[config.mk]
export PLATFORM = sky130hd
export DESIGN_NAME = sync_length_checksum_deframer
export DESIGN_NICKNAME = d
export VERILOG_FILES = /design/src/hw/rtl/slcd_pkg.sv /design/src/hw/rtl/slcd_cfg_regs.sv /design/src/hw/rtl/slcd_frame_fsm.sv /design/src/hw/rtl/sync_length_checksum_deframer.sv
export SDC_FILE = /design/constraint.sdc
export NUM_CORES = 1
export LEC_CHECK = 0
export BUFFER_PORTS_ARGS = -buffer_cell sky130_fd_sc_hd__buf_2
export CAP_MARGIN = 15
export CORE_ASPECT_RATIO = 1.4
export CORE_MARGIN = 2
export CORE_UTILIZATION = 60
export DETAILED_ROUTE_END_ITERATION = 10
export PLACE_DENSITY = 0.82
export SETUP_SLACK_MARGIN = 0.2
export SYNTH_ARGS = -nofsm -noshare
export SYNTH_HDL_FRONTEND = slang
export SYNTH_HIERARCHICAL = 1
export SYNTH_SLANG_ARGS = --single-unit
[constraint.sdc]
create_clock -name clk_i -period 5.1 [get_ports clk_i]
set_input_delay 0.255 -clock clk_i [delete_from_list [all_inputs] [get_ports clk_i]]
set_output_delay 0.255 -clock clk_i [all_outputs]
set_load 0.02 [all_outputs]
[src/hw/rtl/slcd_pkg.sv]
// shared constants and types for the sync/length/checksum deframer
package slcd_pkg;

  localparam int unsigned IDLE_COUNTER_WIDTH_DEF = 16;

  // register indexes on the configuration port
  localparam int unsigned CFG_INDEX_W = 2;
  localparam logic [CFG_INDEX_W-1:0] CFG_ENABLE        = 2'd0;
  localparam logic [CFG_INDEX_W-1:0] CFG_MAX_LENGTH    = 2'd1;
  localparam logic [CFG_INDEX_W-1:0] CFG_TIMEOUT_TICKS = 2'd2;
  localparam int unsigned CFG_DATA_W = 16;

  localparam logic [7:0] MAX_LENGTH_RST    = 8'd255;
  localparam logic [15:0] TIMEOUT_TICKS_RST = 16'd1000;

  // input actions
  localparam logic ACT_BYTE = 1'b0;
  localparam logic ACT_TICK = 1'b1;

  // framing bytes
  localparam logic [7:0] SYNC_FIRST  = 8'hFF;
  localparam logic [7:0] SYNC_SECOND = 8'h55;
  localparam logic [8:0] CHECK_BASE  = 9'h100;

  // event kinds
  localparam logic [2:0] EV_PAYLOAD = 3'd0;
  localparam logic [2:0] EV_GOOD    = 3'd1;
  localparam logic [2:0] EV_BAD_SUM = 3'd2;
  localparam logic [2:0] EV_BAD_LEN = 3'd3;
  localparam logic [2:0] EV_TIMEOUT = 3'd4;

  typedef struct packed {
    logic        enable;
    logic [7:0]  max_length;
    logic [15:0] timeout_ticks;
  } slcd_cfg_t;

  typedef struct packed {
    logic       valid;
    logic [2:0] kind;
    logic [7:0] payload_byte;
    logic [7:0] byte_index;
    logic [7:0] frame_length;
  } slcd_result_t;

endpackage

[src/hw/rtl/slcd_cfg_regs.sv]
// configuration registers of the deframer
module slcd_cfg_regs import slcd_pkg::*; (
  input  logic                   clk_i,
  input  logic                   rst_ni,
  input  logic                   cfg_valid_i,
  output logic                   cfg_ready_o,
  input  logic [CFG_INDEX_W-1:0] cfg_index_i,
  input  logic [CFG_DATA_W-1:0]  cfg_data_i,
  output slcd_cfg_t              cfg_o
);

  slcd_cfg_t cfg_q, cfg_d;

  assign cfg_ready_o = 1'b1;

  always_comb begin
    cfg_d = cfg_q;
    if (cfg_valid_i) begin
      case (cfg_index_i)
        CFG_ENABLE:        cfg_d.enable        = cfg_data_i[0];
        CFG_MAX_LENGTH:    cfg_d.max_length    = cfg_data_i[7:0];
        CFG_TIMEOUT_TICKS: cfg_d.timeout_ticks = cfg_data_i[15:0];
        default:           cfg_d = cfg_q;
      endcase
    end
  end

  always_ff @(posedge clk_i or negedge rst_ni) begin
    if (!rst_ni) begin
      cfg_q.enable        <= 1'b1;
      cfg_q.max_length    <= MAX_LENGTH_RST;
      cfg_q.timeout_ticks <= TIMEOUT_TICKS_RST;
    end else begin
      cfg_q <= cfg_d;
    end
  end

  assign cfg_o = cfg_q;

endmodule

[src/hw/rtl/slcd_frame_fsm.sv]
// frame state, checksum accumulation, idle timer and event decode
module slcd_frame_fsm import slcd_pkg::*; #(
  parameter int unsigned IDLE_COUNTER_WIDTH = IDLE_COUNTER_WIDTH_DEF
) (
  input  logic         clk_i,
  input  logic         rst_ni,
  input  slcd_cfg_t    cfg_i,
  input  logic         adv_i,
  input  logic         action_i,
  input  logic [7:0]   rx_byte_i,
  output slcd_result_t res_o
);

  localparam int unsigned IW = IDLE_COUNTER_WIDTH;
  localparam int unsigned CW = (IW + 1 > 17) ? IW + 1 : 17;

  localparam logic [1:0] ST_HUNT = 2'd0;
  localparam logic [1:0] ST_LEN  = 2'd1;
  localparam logic [1:0] ST_BODY = 2'd2;

  logic [1:0]    state_q, state_d;
  logic [7:0]    prev_q, prev_d;
  logic [7:0]    len_q, len_d;
  logic [7:0]    count_q, count_d;
  logic [7:0]    sum_q, sum_d;
  logic [IW-1:0] idle_q, idle_d;

  logic [IW:0]   idle_next;
  logic [7:0]    check;

  assign idle_next = {1'b0, idle_q} + {{IW{1'b0}}, 1'b1};
  assign check     = 8'(CHECK_BASE - {1'b0, sum_q});

  always_comb begin
    state_d = state_q;
    prev_d  = prev_q;
    len_d   = len_q;
    count_d = count_q;
    sum_d   = sum_q;
    idle_d  = idle_q;
    res_o   = '0;

    if (adv_i && cfg_i.enable) begin
      if (action_i == ACT_TICK) begin
        if (state_q != ST_HUNT) begin
          if (CW'(idle_next) > CW'(cfg_i.timeout_ticks)) begin
            state_d            = ST_HUNT;
            idle_d             = '0;
            res_o.valid        = 1'b1;
            res_o.kind         = EV_TIMEOUT;
            res_o.frame_length = (state_q == ST_LEN) ? 8'd0 : len_q;
          end else begin
            // saturate at the top of the counter
            idle_d = idle_next[IW] ? {IW{1'b1}} : idle_next[IW-1:0];
          end
        end
      end else begin
        idle_d = '0;
        prev_d = rx_byte_i;
        case (state_q)
          ST_HUNT: begin
            if (prev_q == SYNC_FIRST && rx_byte_i == SYNC_SECOND) begin
              state_d = ST_LEN;
              len_d   = 8'd0;
              count_d = 8'd0;
              sum_d   = 8'd0;
            end
          end
          ST_LEN: begin
            len_d = rx_byte_i;
            if (rx_byte_i == 8'd0 || rx_byte_i > cfg_i.max_length) begin
              state_d            = ST_HUNT;
              res_o.valid        = 1'b1;
              res_o.kind         = EV_BAD_LEN;
              res_o.frame_length = rx_byte_i;
            end else begin
              state_d = ST_BODY;
              sum_d   = rx_byte_i;
              count_d = 8'd0;
            end
          end
          ST_BODY: begin
            if (count_q < len_q) begin
              res_o.valid        = 1'b1;
              res_o.kind         = EV_PAYLOAD;
              res_o.payload_byte = rx_byte_i;
              res_o.byte_index   = count_q;
              res_o.frame_length = len_q;
              sum_d              = sum_q + rx_byte_i;
              count_d            = count_q + 8'd1;
            end else begin
              state_d            = ST_HUNT;
              res_o.valid        = 1'b1;
              res_o.kind         = (check == rx_byte_i) ? EV_GOOD : EV_BAD_SUM;
              res_o.frame_length = len_q;
            end
          end
          default: state_d = ST_HUNT;
        endcase
      end
    end
  end

  always_ff @(posedge clk_i or negedge rst_ni) begin
    if (!rst_ni) begin
      state_q <= ST_HUNT;
      prev_q  <= 8'd0;
      len_q   <= 8'd0;
      count_q <= 8'd0;
      sum_q   <= 8'd0;
      idle_q  <= '0;
    end else begin
      state_q <= state_d;
      prev_q  <= prev_d;
      len_q   <= len_d;
      count_q <= count_d;
      sum_q   <= sum_d;
      idle_q  <= idle_d;
    end
  end

  // the idle timer only runs inside a frame
  a_idle_clear_in_hunt: assert property (@(posedge clk_i) disable iff (!rst_ni)
    state_q == ST_HUNT |-> idle_q == '0)
    else $error("idle timer running outside a frame");

  a_timeout_in_frame: assert property (@(posedge clk_i) disable iff (!rst_ni)
    (res_o.valid && res_o.kind == EV_TIMEOUT) |-> state_q != ST_HUNT)
    else $error("timeout reported outside a frame");

  a_close_to_hunt: assert property (@(posedge clk_i) disable iff (!rst_ni)
    (res_o.valid && res_o.kind != EV_PAYLOAD) |=> state_q == ST_HUNT)
    else $error("frame still open after a closing event");

  a_index_in_range: assert property (@(posedge clk_i) disable iff (!rst_ni)
    (res_o.valid && res_o.kind == EV_PAYLOAD) |-> res_o.byte_index < res_o.frame_length)
    else $error("payload index beyond frame length");

endmodule

[src/hw/rtl/sync_length_checksum_deframer.sv]
// Deframer for 0xFF 0x55, length, payload, checksum packets. Each input word is a
// serial byte (action 0) or a time tick (action 1); words are taken one per cycle
// while in_stall_o is low. A word lands in an input register; the frame logic
// handles it once the output register is not held by a stalling sink and writes at
// most one event word into the output register. in_stall_o rises only when the
// output register holds a word the sink is stalling and the input register is full.
// Payload bytes leave with their index; good, checksum error, bad length and idle
// timeout events close a frame. Configuration is written through the cfg port
// (always ready); the user must write it only while idle, unchecked by the block.
module sync_length_checksum_deframer import slcd_pkg::*; #(
  parameter int unsigned IDLE_COUNTER_WIDTH = IDLE_COUNTER_WIDTH_DEF
) (
  input  logic                   clk_i,
  input  logic                   rst_ni,
  input  logic                   in_valid_i,
  output logic                   in_stall_o,
  input  logic                   action_i,
  input  logic [7:0]             rx_byte_i,
  output logic                   out_valid_o,
  input  logic                   out_stall_i,
  output logic [2:0]             event_kind_o,
  output logic [7:0]             payload_byte_o,
  output logic [7:0]             byte_index_o,
  output logic [7:0]             frame_length_o,
  input  logic                   cfg_valid_i,
  output logic                   cfg_ready_o,
  input  logic [CFG_INDEX_W-1:0] cfg_index_i,
  input  logic [CFG_DATA_W-1:0]  cfg_data_i
);

  slcd_cfg_t    cfg;
  slcd_result_t res;

  logic       in_vld_q, in_vld_d;
  logic       in_act_q;
  logic [7:0] in_byte_q;
  logic       adv, in_take;

  slcd_result_t out_q;
  logic         out_vld_d;

  slcd_cfg_regs u_cfg (
    .clk_i       (clk_i),
    .rst_ni      (rst_ni),
    .cfg_valid_i (cfg_valid_i),
    .cfg_ready_o (cfg_ready_o),
    .cfg_index_i (cfg_index_i),
    .cfg_data_i  (cfg_data_i),
    .cfg_o       (cfg)
  );

  // the held word moves on unless a result is stuck in the output register
  assign adv        = in_vld_q && !(out_q.valid && out_stall_i);
  assign in_stall_o = in_vld_q && !adv;
  assign in_take    = in_valid_i && !in_stall_o;
  assign in_vld_d   = in_take ? 1'b1 : (adv ? 1'b0 : in_vld_q);

  always_ff @(posedge clk_i or negedge rst_ni) begin
    if (!rst_ni) begin
      in_vld_q <= 1'b0;
    end else begin
      in_vld_q <= in_vld_d;
    end
  end

  always_ff @(posedge clk_i) begin
    if (in_take) begin
      in_act_q  <= action_i;
      in_byte_q <= rx_byte_i;
    end
  end

  slcd_frame_fsm #(
    .IDLE_COUNTER_WIDTH (IDLE_COUNTER_WIDTH)
  ) u_fsm (
    .clk_i     (clk_i),
    .rst_ni    (rst_ni),
    .cfg_i     (cfg),
    .adv_i     (adv),
    .action_i  (in_act_q),
    .rx_byte_i (in_byte_q),
    .res_o     (res)
  );

  assign out_vld_d = (out_q.valid && out_stall_i) ? 1'b1 : (adv && res.valid);

  always_ff @(posedge clk_i or negedge rst_ni) begin
    if (!rst_ni) begin
      out_q <= '0;
    end else begin
      out_q.valid <= out_vld_d;
      if (adv && res.valid) begin
        out_q.kind         <= res.kind;
        out_q.payload_byte <= res.payload_byte;
        out_q.byte_index   <= res.byte_index;
        out_q.frame_length <= res.frame_length;
      end
    end
  end

  assign out_valid_o    = out_q.valid;
  assign event_kind_o   = out_q.kind;
  assign payload_byte_o = out_q.payload_byte;
  assign byte_index_o   = out_q.byte_index;
  assign frame_length_o = out_q.frame_length;

endmodule

# Yosys cells after proc, flatten, opt, wreduce, memory -nomap -nowiden
# Index checks and enable logic that the tools add are counted.
# totals
reg_bits,113
input_bits,32
word_cells,104
output_inout_bits,30
# op_classes
mux,39
bitwise_logic,1
n_addsub,4
magnitude_cmp,3
n_eq_ne,14
n_reduce_logical,26
# ops
operator,n
$mux 16,7
$mux 8,10
$pmux 8 s3,2
$pmux 8 s2,2
$mux 28,1
$add 16x1->17 const B,1
$gt 17x16->1,1
$mux 4,4
$mux 2,7
$reduce_and 2->1,5
$add 8x1->8 const B,1
$add 8x8->8,1
$eq 8x7->1 const B,1
$eq 8x8->1,1
$eq 8x8->1 const B,1
$gt 8x8->1,1
$logic_not 8->1,1
$lt 8x8->1,1
$ne 2x1->1 const B,4
$pmux 4 s2,1
$sub 1x8->8 const A,1
$logic_and 1x1->1,7
$pmux 2 s3,1
$reduce_and 6->1,1
other kinds (15),24

# Depth between registers and ports, before layout
# Gate-level depths: netlist of run 1.
# depth
ltp_word,9
ltp_mapped,16
depth_no_buf,14

# Hierarchy
# Netlist of run 1, hierarchy kept.
# modules_own_cells
module,area_per_inst_um2,seq_area_each_um2,n_inst,cells_per_inst
slcd_frame_fsm,4342.9,1251.2,1,508
sync_length_checksum_deframer,1473.9,996.0,1,76
slcd_cfg_regs,1024.7,644.4,1,56

# Least setup slack after synthesis of run 1
# Ideal clock, no wire load.
# synth_path
path_kind,register to register
from,reg u_fsm.idle_q[0]
to,reg out_q (netlist bit byte_index_o[0])
path_buffers,1
slack_ps,1518
setup_ps,125
synth_period_minus_slack_ps,3582
required_time_ps,4975
stages_incl_launch_ff,16
t_arrival_ps,3457
path_cell_list,dfrtp_1 > ha_1 > nand4_1 > or2_1 > nor2_1 > xor2_1 > ha_1 > nand2_1 > nor4_1 > a21boi_1 > o41ai_2 > a21oi_1 > nand2_2 > a21oi_4 > buf_12 > mux2_4
# synth_lines
element,line_no,text
from (decl),slcd_frame_fsm.sv:26,"logic [IW-1:0] idle_q, idle_d;"
from (signal assigned),slcd_frame_fsm.sv:118,idle_q <= idle_d;
to (decl),sync_length_checksum_deframer.sv:39,slcd_result_t out_q;

==> results.ini, run 1 <==
[drt]
drc_errors=0
route.top_layer_used=met4
wl_mm=16.8
drtAntennaViolNets=0
post_drt_wl_per_cell_um=19.5
num_vias=5337
dr.pass1.iters=5
drtIter0Drc=360
met1_length_mm=6.23
vias_per_cell=6.21
met2WireLength_mm=8.66
route.met3.wl_mm=1.02

[outcome]
status=finished, final reports clean

[sta]
holdWs_ns=0.0156
finalCritPeriodShare_pct=90.0
clock_skew_ns=0.0123
maxSlewViolCount=0
hold_viol=0
fin_setup_tns_ns=0
worst_slew_pin_slew_ns=1.11
finalCriticalPeriod_ns=4.59
fmax_ghz=0.218
rsz0062_at_grt=no
finalSetupViolCount=0
slew_headroom_pct=25.6

[synth]
synth_top_cell_area_share_pct=32.6
yosysWarnings=6
synth_cells=640
synth_cell_type_count=74
synth_seq_area_share_pct=42.3
synth_edf_count=9
synth_area_leaders=dfrtp_1 (33%), ha_1 (8.2%), mux2_4 (6.6%), dfstp_2 (5.8%), mux2_2 (5.1%)
syn_area_sq_um=6840
yosys_most_used_dff=dfrtp_1
syn_nets=718
syn_area_per_cell_sq_um=10.7
yosys.cell_count.top_type=dfrtp_1
synth-seq-cells=113
async_reset_ff_share_pct=92.0
synth.largest_area_cell=dfrtp_1
ys_top_cells_by_count=dfrtp_1 (89), nand2_1 (59), ha_1 (45), inv_1 (45), mux2_2 (31)

[critical_path]
cp.arrival_ns=4.89
required_ns=5.40
critPathLaunchType=flip-flop
path_max_fanout=14
worstSetupEndpointType=flip-flop
criticalPathCategory=reg2reg

[power]
power_density_nw_per_um2=464
pwr-share-clk_pct=33.2
p_int_uw=2340
p_leak_uw=0.00367
p_comb_share_pct=31.9
seq_power_share_pct=34.8
ir_drop_v=0.000305
power_uw=3650
p_sw_share_pct=35.9
switching_power_uw=1310

[clock_network]
cts_buffers=17
h-tree-depth=4
cts.sinks=113
cts_root_buffer=clkbuf_16
cts_buffer_depth=2
clock_latency_ns=0.41
clkTransAtPathRegs_ns=0.06
post-cts-setup-buffer-count=0
cts_tree=done

[global_route]
grt.overflow.total=0
grt_max_degree=64
grt_pass1_wl_mm=27.1
antenna_found_initial=0
first_global_vias=5536
grt_use_total_pct=29.0

[layout]
syn2layout_area_growth_pct=14.9
num_antenna_cells=0
final_net_count=780
nFillCells=808
drive_above_1_share_pct=26.0
final_core_util_pct=70.1

[die]
die-area_sq_um=12300
die_h_um=130
ios=62
die_w_um=94.3
start_util_pct=61.0
num_rows=46
design.core.area_sq_um=11200

[job]
drv_cap=0

[placement]
gp_congestion=0.949
dpl.hpwl_mm=11.9
io_buffers=60

[worst_hold_path]
min_path_type=in2reg

[sequential cells by signal, indices dropped and copies added (netlist names), 2 cells and up]
register        flops
u_fsm/idle_q       16
u_fsm/state_q       2
event_kind_o        3
u_cfg/cfg_o        25
u_fsm/len_q         8
payload_byte_o      8
byte_index_o        8
u_fsm/count_q       8
frame_length_o      8
u_fsm/prev_q        8
u_fsm/sum_q         8
in_byte_q           8
[worst max-delay path, stage by stage, from the launching register on]
cell	delay [ns]
dfrtp_1	0.43
nand3_1	0.16
nor3_1	0.49
and4_1	0.35
nand2_1	0.09
xnor2_1	0.13
ha_1	0.28
nand3_1	0.10
nor4_1	0.50
a21boi_1	0.33
o41ai_2	0.18
a21oi_1	0.20
nand2_2	0.10
a21oi_4	0.53
buf_12	0.24
mux2_2	0.35
[logic make-up (layout without fill, tap and decap cells)]
group                      Yosys count  after routing  synth area share, %
xor gates and xnor gates            30             30                 3.84
muxes                               69             69                 12.9
AOI/OAI and AO/OA                  137            137                 14.4
DFF                                113            113                 42.3
adders and majority gates           46             46                 8.52
and+or+nand+nor                    176            176                 13.6
other                                1              1               0.0548
buffers and inverters               68            143                 4.43
[path summary, 6_finish.rpt]
check	start	to	slack, ns	cells past startpoint
setup / recovery	u_fsm/idle_q[5]$_DFFE_PN0P_	payload_byte_o[7]$_DFFE_PN0P_	0.51	15
hold / removal	rx_byte_i[0]	in_byte_q[0]$_DFFE_PP_	0.02	1
setup reg to reg	u_fsm/idle_q[5]$_DFFE_PN0P_	payload_byte_o[7]$_DFFE_PN0P_	0.51	15
hold reg to reg	u_fsm/len_q[4]$_DFFE_PN0P_	u_fsm/len_q[4]$_DFFE_PN0P_	0.50	2
max in group asynchronous	rst_ni	u_fsm/state_q[1]$_DFFE_PN0P_	3.58	3
min in group asynchronous	rst_ni	u_cfg/cfg_o[10]$_DFFE_PN0P_	0.49	2
[metrics by stage]
step                cells  cell area (sq um)  setup WS [ns]
floorplan             640               6840           1.52
global placement      824               7230          0.848
detailed placement    824               7230          0.642
CTS                   858               7860          0.601
global route          859               7860          0.272
finish                859               7860          0.511
[area by class of cell]
cell class                 count  area (sq um)  share of cell area, %
inverter                      45           169                   2.15
clock inverter                14           184                   2.34
sequential                   113          2890                   36.8
timing repair buffer          66           363                   4.61
tap                          144           180                   2.29
multi-input combinational    459          3650                   46.4
clock buffer                  18           429                   5.46
[what timing repair did]
action                    in CTS  in global routing
gates resized for setup        0                  0
hold endpoints to repair      48                  0
hold buffers                   2                  0
[power by group through the flow]
stage,Clock (uW),Combinational (uW),Sequential [uW]
final,1210,1170,1270
after global routing,1280,1290,1290
after CTS,1230,1150,1260
after detailed placement,0,1130,1280
after global placement,0,1060,1260
after floorplan,0,881,1210
[per-layer routing]
| metal | up-vias | global-route usage, % |
|---|---|---|
| li1 | 2447 | - |
| met3 | 72 | 6.00 |
| met1 | 2580 | 33.3 |
| met2 | 238 | 49.5 |
| met5 | - | 0 |
| met4 | 0 | 17.8 |
[layout by cell type (no fill, tap or decap), types with 4 or more instances in the layout]
master,synthesis,final
dfrtp_1,89,89
nand2_1,59,59
buf_2,3,59
inv_1,45,45
ha_1,45,45
mux2_2,31,31
mux2_4,30,30
a21oi_1,24,24
and2_1,21,21
o21ai_0,21,21
nand3_1,20,20
xnor2_1,19,19
clkbuf_16,0,17
dfstp_2,15,15
nand4_1,15,15
a21o_1,14,14
nor2_1,14,14
o21ai_1,12,12
xor2_1,11,11
edfxtp_1,9,9
o211ai_1,9,9
a22o_1,9,9
nor4_1,8,8
nand2b_1,7,7
nor3_1,7,7
mux2i_1,6,6
and3_1,6,6
clkinv_4,0,5
o31ai_1,5,5
clkinvlp_4,0,4
o21a_1,4,4
Power figures use the tool's default switching activity.
==> run 2: changes to the inputs <==
Settings changed: PLACE_DENSITY 0.82 to 0.8.
==> run 2 against run 1 <==
Clock-buffer cell count up 1. Sequential share of layout area is 0.070 points higher. Power about the same. Critical endpoint is now byte_index_o[7]$_DFFE_PN0P_. Highest routed layer unchanged.
==> results.ini, run 2 (synthesis results as in run 1) <==
[sta]
setup_ws_ns=0.735  ; +0.224 ns
holdWs_ns=0.00988  ; -0.00573 ns
clock_skew_ns=0.0104  ; -0.00191 ns
finalSetupViolCount=0  ; unchanged
worst_slew_pin_slew_ns=1.05  ; -0.0608 ns
rsz0062_at_grt=no
finalCritPeriodShare_pct=85.6  ; -4.4 points
fin_setup_tns_ns=0  ; unchanged
hold_viol=0  ; unchanged
maxSlewViolCount=0  ; unchanged
finalCriticalPeriod_ns=4.36  ; -0.224 ns
fmax_ghz=0.229  ; +5.1%
slew_headroom_pct=29.8  ; +4.1 points

[drt]
num_vias=5347  ; +0.19%
post_drt_wl_per_cell_um=19.6  ; +0.16%
wl_mm=16.8  ; about the same
drtIter0Drc=405  ; +13%
drc_errors=0  ; unchanged
drtAntennaViolNets=0  ; unchanged
vias_per_cell=6.23  ; +0.30%
dr.pass1.iters=6  ; +1

[die]
ios=62  ; unchanged
die_w_um=94.3  ; unchanged
die_h_um=130  ; unchanged
die-area_sq_um=12300  ; unchanged
design.core.area_sq_um=11200  ; unchanged
start_util_pct=61.0  ; unchanged
num_rows=46  ; unchanged

[job]
drv_cap=0  ; unchanged

[clock_network]
cts_buffers=17  ; unchanged
cts_buffer_depth=2  ; unchanged
clock_latency_ns=0.42  ; about the same
h-tree-depth=4  ; unchanged
cts_tree=done
clkTransAtPathRegs_ns=0.06  ; about the same
post_cts_resized=0  ; unchanged
cts_root_buffer=clkbuf_16
cts.sinks=113  ; unchanged

[placement]
gp_congestion=0.894  ; -5.8%
place_area_sq_um=7230  ; +0.10%
place_ws_ns=0.822  ; +0.181 ns
dpl.hpwl_mm=11.6  ; -2.6%
io_buffers=60  ; unchanged

[critical_path]
slowest_stage=nor4_1
cp.arrival_ns=4.66  ; -0.23 ns
crit_path_cell_trace=ha_1, nand4_1, nor2_1, nand2_1, xnor2_1, ha_1, nand3_1, nor4_1, a21boi_1, o41ai_2, a21oi_1, nand2_2, a21oi_4, buf_12, mux2_2
max_stage_delay_ns=0.52  ; about the same
worstSetupEndpointType=flip-flop
path_common_cell=ha_1
critPathLaunchType=flip-flop
path_buf_inv=1  ; unchanged
required_ns=5.40  ; about the same
criticalPathCategory=reg2reg
path_max_fanout=19  ; +5
path_delay_family=simple AND/OR/NAND/NOR gates

[layout]
drive_above_1_share_pct=26.1  ; +0.036 points
syn2layout_area_growth_pct=14.7
final_cell_mix=dfrtp_1 (89), nand2_1 (59), buf_2 (59)
num_antenna_cells=0  ; unchanged
final_common_cell=dfrtp_1
final_cell_area_sq_um=7850  ; -0.19%
final_net_count=779  ; -0.13%
final_core_util_pct=69.9  ; -0.13 points
largest_reg_flops=25  ; unchanged

[global_route]
grt_use_total_pct=29.1  ; +0.071 points
first_global_vias=5518  ; -0.33%
grt_max_degree=66  ; +3.1%
grt.overflow.total=0  ; unchanged
grt_pass1_wl_mm=27.4  ; +1.2%
antenna_found_initial=0  ; unchanged

[power]
ir_drop_v=0.000268  ; -12%
p_leak_uw=0.00367  ; -0.18%
power_density_nw_per_um2=465  ; +0.27%

[outcome]
status=finished, final reports clean

[worst_hold_path]
min_path_type=in2reg

## run 2: repair_timing
item	4_1_cts	5_1_grt
setup buffers	0	0
hold endpoints to repair	61	0
hold buffers	1	0
## run 2: worst paths after layout
| kind | from | to | slack (ns) | depth (start not counted) |
|---|---|---|---|---|
| max | u_fsm/idle_q[0]$_DFFE_PN0P_ | byte_index_o[7]$_DFFE_PN0P_ | 0.74 | 15 |
| max reg2reg | u_fsm/idle_q[0]$_DFFE_PN0P_ | byte_index_o[7]$_DFFE_PN0P_ | 0.74 | 15 |
| min | rx_byte_i[4] | in_byte_q[4]$_DFFE_PP_ | 0.01 | 1 |
| min in group asynchronous | rst_ni | byte_index_o[6]$_DFFE_PN0P_ | 0.49 | 2 |
| min reg2reg | u_fsm/len_q[2]$_DFFE_PN0P_ | u_fsm/len_q[2]$_DFFE_PN0P_ | 0.50 | 2 |
| max in group asynchronous | rst_ni | u_cfg/cfg_o[20]$_DFFE_PN1P_ | 3.57 | 3 |
## run 2: metal layers
metal  GRT usage, %  share of wire, %  vias up
met5              0                 0        -
met4           13.9               3.3        0
met3           6.58               5.3       48
met2           51.0                53      233
met1           33.5                39     2618
li1               -                 -     2448
## run 2: report_power, final
group | switching [uW] | internal [uW]
Sequential | 184 | 1090
Combinational | 693 | 485
Clock | 450 | 755
Total | 1330 | 2330
## run 2: area by class of cell
class                      count  area (sq um)
clock inverter                13           151
tap                          144           180
fill                         799          3370
inverter                      45           169
timing repair buffer          65           355
multi-input combinational    459          3650
sequential                   113          2890
clock buffer                  19           454
## run 2: through the flow
stage / std cells / total power (uW)
2_1_floorplan: 640 / 2090
6_report: 858 / 3650
4_1_cts: 858 / 3640
3_5_place_dp: 825 / 2400
3_3_place_gp: 825 / 2320
5_1_grt: 858 / 3850
## run 2: worst register-to-register path, cell delays in order (launching register included)
cell and delay [ns]:
dfrtp_1 0.45, ha_1 0.30, nand4_1 0.20, nor2_1 0.27
nand2_1 0.15, xnor2_1 0.16, ha_1 0.30, nand3_1 0.13
nor4_1 0.52, a21boi_1 0.32, o41ai_2 0.17, a21oi_1 0.20
nand2_2 0.10, a21oi_4 0.37, buf_12 0.25, mux2_2 0.36
